### src/hdl/fud_pkg.sv
// shared types and constants for the form-urlencoded decoder
// no dependencies
package fud_pkg;

  // result kinds
  localparam logic [2:0] KIND_KEY    = 3'd0;
  localparam logic [2:0] KIND_VALUE  = 3'd1;
  localparam logic [2:0] KIND_DONE   = 3'd2;
  localparam logic [2:0] KIND_DROP   = 3'd3;
  localparam logic [2:0] KIND_BADHEX = 3'd4;

  // special characters
  localparam logic [7:0] CH_PCT   = 8'h25;
  localparam logic [7:0] CH_PLUS  = 8'h2B;
  localparam logic [7:0] CH_AMP   = 8'h26;
  localparam logic [7:0] CH_EQ    = 8'h3D;
  localparam logic [7:0] CH_LF    = 8'h0A;
  localparam logic [7:0] CH_SPACE = 8'h20;

  typedef struct packed {
    logic [2:0] kind;
    logic [7:0] data;
  } fud_result_t;

  // one queue entry holds all results of one input byte
  typedef struct packed {
    logic        second;
    fud_result_t res0;
    fud_result_t res1;
  } fud_entry_t;

  typedef struct packed {
    logic empty;
    logic full;
  } fud_qstat_t;

  typedef struct packed {
    logic       ok;
    logic [3:0] val;
  } fud_hex_t;

  function automatic fud_hex_t hex_decode(input logic [7:0] c);
    fud_hex_t h;
    h.ok  = 1'b1;
    h.val = '0;
    if (c >= 8'h30 && c <= 8'h39) begin
      h.val = 4'(c - 8'h30);
    end else if (c >= 8'h41 && c <= 8'h46) begin
      h.val = 4'(c - 8'h37);
    end else if (c >= 8'h61 && c <= 8'h66) begin
      h.val = 4'(c - 8'h57);
    end else begin
      h.ok = 1'b0;
    end
    return h;
  endfunction

endpackage

### src/hdl/form_urlencoded_decoder_core.sv
// top level of the form-urlencoded decoder: front, entry queue and back
// depends on fud_pkg, fud_front, fud_queue, fud_back
//
// usage
// - input channel: in_valid_i / in_stall_o carry one raw byte (in_byte_i) and
//   a stream end flag (stream_last_i); a transfer happens when valid is high
//   and stall is low at a rising edge
// - output channel: out_valid_o / out_stall_i carry one result: kind_o,
//   data_byte_o and run_last_o (set on the last result of an input byte)
// - each input byte yields zero, one or two results
// - a byte's results enter the queue at its transfer, then the output register
// - throughput: one byte per cycle while bytes average at most one result and
//   the output is not stalled; the back end drains one result per cycle, so a
//   byte with two results takes one output transfer for each of them
// - the front parses and updates the phase state the cycle a byte transfers
//   and writes one entry per byte that has results into a QueueDepth-entry
//   queue
// - in_stall_o rises only while that queue is full
// - a stalled output holds its result; the front keeps taking bytes until the
//   queue fills up
// - reset (rst_ni low, asynchronous) returns to key phase, clears the error
//   flag, empties the queue and drops the output register
module form_urlencoded_decoder_core #(
  parameter int QueueDepth = 4
) (
  input  logic       clk_i,
  input  logic       rst_ni,
  input  logic       in_valid_i,
  output logic       in_stall_o,
  input  logic [7:0] in_byte_i,
  input  logic       stream_last_i,
  output logic       out_valid_o,
  input  logic       out_stall_i,
  output logic [2:0] kind_o,
  output logic [7:0] data_byte_o,
  output logic       run_last_o
);
  import fud_pkg::*;

  logic       accept, push, pop;
  fud_entry_t entry, head;
  fud_qstat_t qstat;

  // stall only depends on queue occupancy
  assign in_stall_o = qstat.full;
  assign accept     = in_valid_i && !in_stall_o;

  fud_front u_front (
    .clk_i         (clk_i),
    .rst_ni        (rst_ni),
    .accept_i      (accept),
    .in_byte_i     (in_byte_i),
    .stream_last_i (stream_last_i),
    .push_o        (push),
    .entry_o       (entry)
  );

  // bytes that produce no result never occupy a slot
  fud_queue #(
    .Depth (QueueDepth)
  ) u_queue (
    .clk_i   (clk_i),
    .rst_ni  (rst_ni),
    .push_i  (push),
    .wdata_i (entry),
    .pop_i   (pop),
    .rdata_o (head),
    .stat_o  (qstat)
  );

  fud_back u_back (
    .clk_i       (clk_i),
    .rst_ni      (rst_ni),
    .head_i      (head),
    .stat_i      (qstat),
    .pop_o       (pop),
    .out_valid_o (out_valid_o),
    .out_stall_i (out_stall_i),
    .kind_o      (kind_o),
    .data_byte_o (data_byte_o),
    .run_last_o  (run_last_o)
  );

endmodule

### src/hdl/fud_front.sv
// front part: parses one raw byte a cycle and builds a queue entry
// depends on fud_pkg
module fud_front (
  input  logic               clk_i,
  input  logic               rst_ni,
  input  logic               accept_i,
  input  logic [7:0]         in_byte_i,
  input  logic               stream_last_i,
  output logic               push_o,
  output fud_pkg::fud_entry_t entry_o
);
  import fud_pkg::*;

  typedef enum logic [5:0] {
    PH_KEY    = 6'b000001,
    PH_KEY_H1 = 6'b000010,
    PH_KEY_H2 = 6'b000100,
    PH_VAL    = 6'b001000,
    PH_VAL_H1 = 6'b010000,
    PH_VAL_H2 = 6'b100000
  } fud_phase_e;

  fud_phase_e  phase_q, phase_d, pn;
  logic [3:0]  nib_q, nib_d;
  logic        failed_q, failed_d;
  fud_hex_t    hx;
  logic        r0_v, end_v, bad, is_val;
  fud_result_t r0, endr;

  always_comb begin
    hx       = hex_decode(in_byte_i);
    pn       = phase_q;
    nib_d    = nib_q;
    r0_v     = 1'b0;
    r0       = '{kind: KIND_KEY, data: '0};
    end_v    = 1'b0;
    endr     = '{kind: KIND_DROP, data: '0};
    bad      = 1'b0;
    is_val   = 1'b0;
    phase_d  = phase_q;
    failed_d = failed_q;

    unique case (phase_q)
      PH_KEY_H1, PH_VAL_H1: begin
        if (!hx.ok) begin
          bad = 1'b1;
        end else begin
          nib_d = hx.val;
          pn    = (phase_q == PH_VAL_H1) ? PH_VAL_H2 : PH_KEY_H2;
        end
      end
      PH_KEY_H2, PH_VAL_H2: begin
        if (!hx.ok) begin
          bad = 1'b1;
        end else begin
          r0_v    = 1'b1;
          r0.kind = (phase_q == PH_VAL_H2) ? KIND_VALUE : KIND_KEY;
          r0.data = {nib_q, hx.val};
          pn      = (phase_q == PH_VAL_H2) ? PH_VAL : PH_KEY;
        end
      end
      default: begin
        // key or value phase; unused codes act as key
        is_val = (phase_q == PH_VAL);
        if (!is_val && in_byte_i == CH_EQ) begin
          pn = PH_VAL;
        end else if (is_val && (in_byte_i == CH_AMP || in_byte_i == CH_LF)) begin
          r0_v    = 1'b1;
          r0.kind = KIND_DONE;
          pn      = PH_KEY;
        end else if (in_byte_i == CH_PCT) begin
          pn = is_val ? PH_VAL_H1 : PH_KEY_H1;
        end else begin
          r0_v    = 1'b1;
          r0.kind = is_val ? KIND_VALUE : KIND_KEY;
          r0.data = (in_byte_i == CH_PLUS) ? CH_SPACE : in_byte_i;
        end
      end
    endcase

    if (failed_q) begin
      // swallow bytes until the stream ends
      r0_v  = 1'b0;
      nib_d = nib_q;
      if (stream_last_i) begin
        phase_d  = PH_KEY;
        nib_d    = '0;
        failed_d = 1'b0;
      end
    end else if (bad) begin
      r0_v     = 1'b1;
      r0       = '{kind: KIND_BADHEX, data: '0};
      phase_d  = PH_KEY;
      nib_d    = '0;
      failed_d = !stream_last_i;
    end else if (stream_last_i) begin
      end_v     = 1'b1;
      endr.kind = (pn == PH_VAL) ? KIND_DONE : KIND_DROP;
      phase_d   = PH_KEY;
      nib_d     = '0;
    end else begin
      phase_d = pn;
    end
  end

  assign push_o       = accept_i && (r0_v || end_v);
  assign entry_o.second = r0_v && end_v;
  assign entry_o.res0 = r0_v ? r0 : endr;
  assign entry_o.res1 = endr;

  always_ff @(posedge clk_i or negedge rst_ni) begin
    if (!rst_ni) begin
      phase_q  <= PH_KEY;
      nib_q    <= '0;
      failed_q <= 1'b0;
    end else if (accept_i) begin
      phase_q  <= phase_d;
      nib_q    <= nib_d;
      failed_q <= failed_d;
    end
  end

endmodule

### src/hdl/fud_queue.sv
// short entry queue between the parse front and the result back
// depends on fud_pkg
module fud_queue #(
  parameter int Depth = 4
) (
  input  logic                clk_i,
  input  logic                rst_ni,
  input  logic                push_i,
  input  fud_pkg::fud_entry_t wdata_i,
  input  logic                pop_i,
  output fud_pkg::fud_entry_t rdata_o,
  output fud_pkg::fud_qstat_t stat_o
);
  import fud_pkg::*;

  localparam int PtrW = (Depth > 1) ? $clog2(Depth) : 1;
  localparam int CntW = $clog2(Depth + 1);

  fud_entry_t      mem_q [Depth];
  logic [PtrW-1:0] wr_q, rd_q;
  logic [CntW-1:0] cnt_q;
  logic            do_push, do_pop;

  assign stat_o.empty = (cnt_q == '0);
  assign stat_o.full  = (cnt_q == CntW'(Depth));
  assign do_push      = push_i && !stat_o.full;
  assign do_pop       = pop_i && !stat_o.empty;
  assign rdata_o      = mem_q[rd_q];

  always_ff @(posedge clk_i) begin
    if (do_push) begin
      mem_q[wr_q] <= wdata_i;
    end
  end

  always_ff @(posedge clk_i or negedge rst_ni) begin
    if (!rst_ni) begin
      wr_q  <= '0;
      rd_q  <= '0;
      cnt_q <= '0;
    end else begin
      if (do_push) begin
        wr_q <= (wr_q == PtrW'(Depth - 1)) ? '0 : wr_q + 1'b1;
      end
      if (do_pop) begin
        rd_q <= (rd_q == PtrW'(Depth - 1)) ? '0 : rd_q + 1'b1;
      end
      if (do_push && !do_pop) begin
        cnt_q <= cnt_q + 1'b1;
      end else if (do_pop && !do_push) begin
        cnt_q <= cnt_q - 1'b1;
      end
    end
  end

endmodule

### src/hdl/fud_back.sv
// back part: walks the results of each queue entry into the output register
// depends on fud_pkg
module fud_back (
  input  logic                clk_i,
  input  logic                rst_ni,
  input  fud_pkg::fud_entry_t head_i,
  input  fud_pkg::fud_qstat_t stat_i,
  output logic                pop_o,
  output logic                out_valid_o,
  input  logic                out_stall_i,
  output logic [2:0]          kind_o,
  output logic [7:0]          data_byte_o,
  output logic                run_last_o
);
  import fud_pkg::*;

  logic        valid_q, sel_q, load;
  logic [2:0]  kind_q;
  logic [7:0]  data_q;
  logic        last_q;
  fud_result_t cur;

  assign load  = !stat_i.empty && (!valid_q || !out_stall_i);
  assign cur   = sel_q ? head_i.res1 : head_i.res0;
  assign pop_o = load && (sel_q || !head_i.second);

  always_ff @(posedge clk_i or negedge rst_ni) begin
    if (!rst_ni) begin
      valid_q <= 1'b0;
      sel_q   <= 1'b0;
    end else if (load) begin
      valid_q <= 1'b1;
      sel_q   <= !sel_q && head_i.second;
    end else if (!out_stall_i) begin
      valid_q <= 1'b0;
    end
  end

  always_ff @(posedge clk_i) begin
    if (load) begin
      kind_q <= cur.kind;
      data_q <= cur.data;
      last_q <= sel_q || !head_i.second;
    end
  end

  assign out_valid_o = valid_q;
  assign kind_o      = kind_q;
  assign data_byte_o = data_q;
  assign run_last_o  = last_q;

endmodule

### config.mk
export PLATFORM = sky130hd
export DESIGN_NAME = form_urlencoded_decoder_core
export DESIGN_NICKNAME = d
export VERILOG_FILES = /design/src/hdl/fud_pkg.sv /design/src/hdl/form_urlencoded_decoder_core.sv /design/src/hdl/fud_front.sv /design/src/hdl/fud_queue.sv /design/src/hdl/fud_back.sv
export SDC_FILE = /design/constraint.sdc
export NUM_CORES = 1
export LEC_CHECK = 0
export BUFFER_PORTS_ARGS = -buffer_cell sky130_fd_sc_hd__buf_4
export CAP_MARGIN = 20
export CELL_PAD_IN_SITES_DETAIL_PLACEMENT = 0
export CELL_PAD_IN_SITES_GLOBAL_PLACEMENT = 1
export CORE_MARGIN = 3
export CORE_UTILIZATION = 45
export CTS_CLUSTER_SIZE = 30
export DETAILED_ROUTE_END_ITERATION = 10
export GPL_TIMING_DRIVEN = 0
export PLACE_DENSITY = 0.85
export RECOVER_POWER = 50
export SETUP_SLACK_MARGIN = 0.3
export SLEW_MARGIN = 40
export SYNTH_ARGS = -nofsm -noshare
export SYNTH_HDL_FRONTEND = slang
export SYNTH_SLANG_ARGS = --single-unit
### constraint.sdc
create_clock -name clk_i -period 3.7 [get_ports clk_i]
set_input_delay 0.555 -clock clk_i [delete_from_list [all_inputs] [get_ports clk_i]]
set_output_delay 0.555 -clock clk_i [all_outputs]
set_load 0.01 [all_outputs]
Word-level counts from Yosys, hierarchy flattened
Memories as Yosys holds them, arrays and structs flattened.
Index checks and enable logic that the tools add are counted.
W data, S select, Z words.

storage, ports and cells
  output and inout port bits = 14
  flip-flop bits (word level) = 32
  memory bits (writable) = 60
  memories = 1

operators by class
  add/sub/neg operators = 7
  reductions and logical operators = 38
  equal/unequal tests = 16
  magnitude comparators = 6
  mux-type cells = 65

memory list
  name           depth  width  rd ports  clocked after Yosys merged registers in  wr ports  line             RTL
  u_queue.mem_q  4      15     1         0                                        1         fud_queue.sv:19  fud_entry_t mem_q [Depth];

operators with widths
  kind                   number
  $mux W11               7
  $mux W6                10
  $mux W4                10
  $eq A8 B6 Y1 const B   4
  $mux W1                24
  $pmux W11 S2           1
  $mux W3                6
  $ge A8 B7 Y1 const B   2
  $le A8 B7 Y1 const B   2
  $mux W8                2
  $logic_and A1 B1 Y1    15
  $eq A6 B4 Y1 const B   2
  $pmux W6 S2            1
  $logic_not A1 Y1       10
  $eq A8 B4 Y1 const B   1
  $ge A8 B6 Y1 const B   1
  $le A8 B6 Y1 const B   1
  $sub A4 B3 Y4 const B  2
  $eq A6 B2 Y1 const B   1
  $eq A6 B3 Y1 const B   1
  $eq A6 B5 Y1 const B   1
  $eq A6 B6 Y1 const B   1
  $reduce_bool A3 Y1     2
  $mux W5                1
  other kinds (17)       24

Depth between registers and ports, before layout
  depth in word-level cells = 16
  gate-level depth with buffers = 13
  depth with buffers taken out = 13

Hierarchy
From an unflattened synthesis, not the netlist that was laid out.

second synthesis, totals
  cells, all modules = 371
  area total of the unflattened synthesis = 5803.1 um^2

by module, submodules not included
  module                        times used  cells each  area an instance (um^2)
  fud_queue                     1           158         3761.1
  fud_front                     1           179         1410.1
  fud_back                      1           33          618.1
  form_urlencoded_decoder_core  1           1           13.8

Worst setup path after synthesis
No wires, ideal clock.

  path type = input port to flip-flop
  from = input in_byte_i[3]
  to = register u_queue.cnt_q[2]
  arrival time = 3.122 ns
  required time = 3.621 ns
  setup slack = 0.499 ns
  stages = 12
  path through = buf_2 nor4b_1 o311a_1 nor2_1 o221a_4 a311oi_4 ha_1 inv_1 fa_1 xor2_1 nor2_1 xor2_1

between the ends
  longest elaborated chain between the ends = 15
  elaborated cells on any way between the ends = 38

ends and longest elaborated chain
  item                                                 line                                RTL
  from (decl)                                          form_urlencoded_decoder_core.sv:30  input logic [7:0] in_byte_i,
  $ge A8 B7 Y1 / $le A8 B7 Y1 (equally long branches)  fud_pkg.sv:50                       end else if (c >= 8'h61 && c <= 8'h66) begin
  $logic_and A1 B1 Y1                                  fud_pkg.sv:50
  $mux W1                                              fud_pkg.sv:50
  $mux W1                                              fud_pkg.sv:48                       end else if (c >= 8'h41 && c <= 8'h46) begin
  $mux W1                                              fud_pkg.sv:46                       if (c >= 8'h30 && c <= 8'h39) begin
  $mux W1 (on tied branches)                           fud_front.sv:53, fud_front.sv:45
  $pmux W1 S2 / $mux W1 (equally long branches)        -
  $mux W1                                              fud_front.sv:90                     end else if (bad) begin
  $mux W1                                              fud_front.sv:81                     if (failed_q) begin
  $logic_or A1 B1 Y1 (*)                               fud_front.sv:106                    assign push_o = accept_i && (r0_v || end_v);
  $logic_and A1 B1 Y1 (*)                              fud_front.sv:106
  $logic_and A1 B1 Y1 (*)                              fud_queue.sv:26                     assign do_push = push_i && !stat_o.full;
  via u_queue.do_push                                  fud_queue.sv:22                     logic do_push, do_pop;
  $logic_not A1 Y1                                     fud_queue.sv:50                     end else if (do_pop && !do_push) begin
  $logic_and A1 B1 Y1                                  fud_queue.sv:50
  $reduce_bool A2 Y1 (no line)                         -
  to (signal assigned)                                 fud_queue.sv:49                     cnt_q <= cnt_q + 1'b1;
  to (signal assigned)                                 fud_queue.sv:51                     cnt_q <= cnt_q - 1'b1;
  to (decl)                                            fud_queue.sv:21                     logic [CntW-1:0] cnt_q;

The timed path passes the listed nets; every way through them passes the cells marked *.
A chain may end at the register's enable or synchronous reset.

Final worst setup path
  from = input in_byte_i[0]
  to = register u_queue.cnt_q[2]

Same word-level chain as after synthesis.

==> out/metrics.csv <==
metric,value,unit
synth_cells,316,
final.setup_skew,0.0121,ns
gp_congestion,0.851,
grt_pass1_wl,13100,um
synthesis.yosys.warnings,0,
synth_edf_count,64,
p_int,2020,uW
ys_types,53,
core.rowCount,34,
synth_seq_cells,84,
end_kind,flop,
cts-root-buf,clkbuf_8,
switching_share,30.4,%
route.detailed.drc,0,
detail-route-antenna-nets,0,
syn_area,4160,um2
multi_input_area,1630,um2
setup.worst_path.start_class,input pin,
die_area,10400,um2
synth_ff_type,edfxtp_1,
start_util,47.0,%
grt_use_total,16.3,%
syn-num-nets,340,
crit_type,input pin to flop,
diodes,0,
antenna_found_initial,0,
power_frac_comb,28.8,%
viasPerCell,5.58,
clockBufferDepth,2,
status,"complete, no violations",
nFillCells,791,
drtPass1Iterations,4,
p_seq_share,47.9,%
slowest_stage,fa_1,
syn_area_per_cell,13.2,um2
power.total,2900,uW
post-route-min-period,3.29,ns
p_leak,0.00170,uW
numCtsBuffers,9,
nets,382,
vias,2630,
tightest_slew,1.21,ns
worstPathCellList,"clkbuf_1, inv_1, ha_1, o21bai_1, a21oi_2, nor2_1, nand2_1, a311oi_4, ha_1, inv_1, fa_1, xor2_1, nor2_1, xor2_1",
hold_viol,0,
slew_headroom,19.1,%
clockPowerShare,23.3,%
final_area,4690,um2
layout_setup_ws,0.411,ns
grt_max_degree,21,
fp.dieH,102,um
drive_above_1_share,21.2,%
cap_violations,0,
rsz0062_at_grt,false,
finalCritPeriodShare,88.9,%
die_w,102,um
grt-ovfl-total,0,
grt_pass1_vias,2576,
power_density,619,nW/um2
clock_latency,0.36,ns
core,8850,um2
max_freq,304,MHz
hp-class,input pin to flop,
detail_route.wirelength,7940,um
htreeDepth,3,
worstPathRequired,3.98,ns
irDropWorstVdd,0.000199,V
pre_cts_slack,-0.172,ns
async_flop_share,23.8,%
area_growth_syn_to_layout,12.7,%
port_buffers,26,
setup_viol,0,
wl_per_cell,16.9,um
switching_power,881,uW
hold_buffers,0,
cp_data_arrival_time,3.57,ns
finish.utilization,53.0,%
synth_seq_area_share,58.3,%
holdWs,0.404,ns
path_max_fanout,7,
dp_hpwl,5690,um
drt_iter0_markers,105,
slew_viol_final,0,
clk_pin_slew,0.09,ns
max_stage_delay,0.43,ns
num_io_pins,27,
placed_area,4490,um2
cts_tree,built,
cts.sink_count,84,
regArea,2420,um2
-- worst max-delay path: cells and delay by family --
kind,cells,cell delay [ns]
AOI/OAI and AO/OA,3,0.78
xor gates and xnor gates,2,0.32
adders and majority gates,3,0.92
buffers and inverters,3,0.45
and+or+nand+nor,3,0.55
-- power by group through the flow --
| stage | Combinational [uW] | Clock (uW) | Sequential (uW) |
|---|---|---|---|
| 2_1_floorplan | 591 | 0 | 1430 |
| 3_3_place_gp | 869 | 0 | 1400 |
| 3_5_place_dp | 901 | 0 | 1420 |
| 4_1_cts | 906 | 683 | 1390 |
| 5_1_grt | 946 | 721 | 1420 |
| 6_report | 835 | 675 | 1390 |
-- cells by family (layout without fill, tap and decap cells) --
| kind of cell | after synthesis | count (layout) | share of synthesized area (%) |
|---|---|---|---|
| flip-flops | 84 | 84 | 58.3 |
| adder cells (fa/ha/maj) | 11 | 11 | 3.49 |
| multiplexers | 27 | 27 | 10.9 |
| AND/OR/NAND/NOR | 103 | 103 | 13.7 |
| AO/OA/AOI/OAI | 57 | 57 | 9.59 |
| buffers and inverters | 28 | 75 | 2.83 |
| XOR/XNOR | 6 | 6 | 1.26 |
-- per-stage QoR --
step	TNS (ns)	std cells
3_5_place_dp	-0.233	450
5_1_grt	0	471
3_3_place_gp	-0.138	450
6_report	0	471
4_1_cts	0	466
2_1_floorplan	0	316
-- cells in the mapped netlist (5+ instances only) --
cell | number | area share (%)
nor2_1 | 23 | 2.1
and2_1 | 6 | 0.90
mux2_2 | 8 | 2.2
edfxtp_1 | 64 | 46
nor3_1 | 9 | 1.1
inv_1 | 15 | 1.4
or2_2 | 5 | 0.75
clkbuf_1 | 7 | 0.63
mux4_2 | 13 | 7.0
dfrtp_1 | 19 | 11
nand2_1 | 20 | 1.8
ha_1 | 10 | 3.0
a21oi_1 | 16 | 1.9
nor2b_1 | 10 | 1.5
o21ai_0 | 15 | 1.8
-- flip-flops by register name (all words and copies together) (netlist names) --
register            count
u_back.data_byte_o      8
u_back.kind_o           3
u_back.out_valid_o      1
u_back.run_last_o       1
u_back.sel_q            1
u_front.failed_q        1
u_front.nib_q           4
u_front.phase_q         6
u_queue.cnt_q           3
u_queue.mem_q          52
u_queue.rd_q            2
u_queue.wr_q            2
-- worst paths after layout --
| check | slack [ns] | start | end | cells past startpoint |
|---|---|---|---|---|
| min in group asynchronous | 0.41 | rst_ni | u_queue.rd_q[0] | 1 |
| hold / removal | 0.40 | out_stall_i | u_back.out_valid_o | 3 |
| setup / recovery | 0.41 | in_byte_i[0] | u_queue.cnt_q[2] | 14 |
| max in group asynchronous | 2.58 | rst_ni | u_front.nib_q[1] | 1 |
| hold reg to reg | 0.50 | u_queue.cnt_q[2] | u_queue.cnt_q[2] | 1 |
| setup reg to reg | 0.47 | u_front.phase_q[1] | u_queue.cnt_q[2] | 12 |
-- placed cells by master (no fill, tap or decap), types with 2 or more instances in the layout --
cell / netlist / final
edfxtp_1: 64 / 64
clkbuf_1: 7 / 25
nor2_1: 23 / 23
nand2_1: 20 / 20
dfrtp_1: 19 / 19
inv_1: 15 / 15
a21oi_1: 16 / 15
o21ai_0: 15 / 15
buf_4: 0 / 15
mux4_2: 13 / 13
nor2b_1: 10 / 10
ha_1: 10 / 10
clkbuf_8: 0 / 9
nor3_1: 9 / 8
mux2_2: 8 / 8
or2_2: 5 / 5
and2_1: 6 / 5
nand2b_1: 4 / 4
nor4b_1: 4 / 4
xor2_1: 4 / 4
nand3_1: 4 / 4
mux2i_1: 4 / 4
a22oi_1: 4 / 4
and2_2: 4 / 4
buf_2: 4 / 3
nor3b_1: 3 / 3
o21a_1: 3 / 3
a21o_1: 3 / 3
inv_6: 0 / 3
o21bai_1: 2 / 2
o311a_1: 2 / 2
xnor2_1: 2 / 2
nor4_1: 2 / 2
o31ai_1: 1 / 2
nand4_1: 2 / 2
o32ai_1: 2 / 2
mux2_4: 2 / 2
-- final cells by class --
type / count / share of cell area, %
timing repair buffer: 31 / 3.68
clock inverter: 7 / 1.74
multi-input combinational: 204 / 34.9
clock buffer: 9 / 2.64
buffer: 13 / 1.28
tap: 108 / 2.88
inverter: 15 / 1.20
sequential: 84 / 51.7
-- per-layer routing --
metal / global-route usage [%] / routed length, um
met1: 22.8 / 3730
met2: 26.1 / 3840
met3: 3.75 / 345
met4: 3.73 / 25
met5: 0 / 0
-- repair_timing --
item,in CTS,in global routing
endpoints found under the setup margin,1,2
setup buffers,0,5
endpoints found under the hold margin,0,0
gates resized for setup,2,4
pin swaps,0,2
No activity file was read; power rests on OpenSTA's default activity.
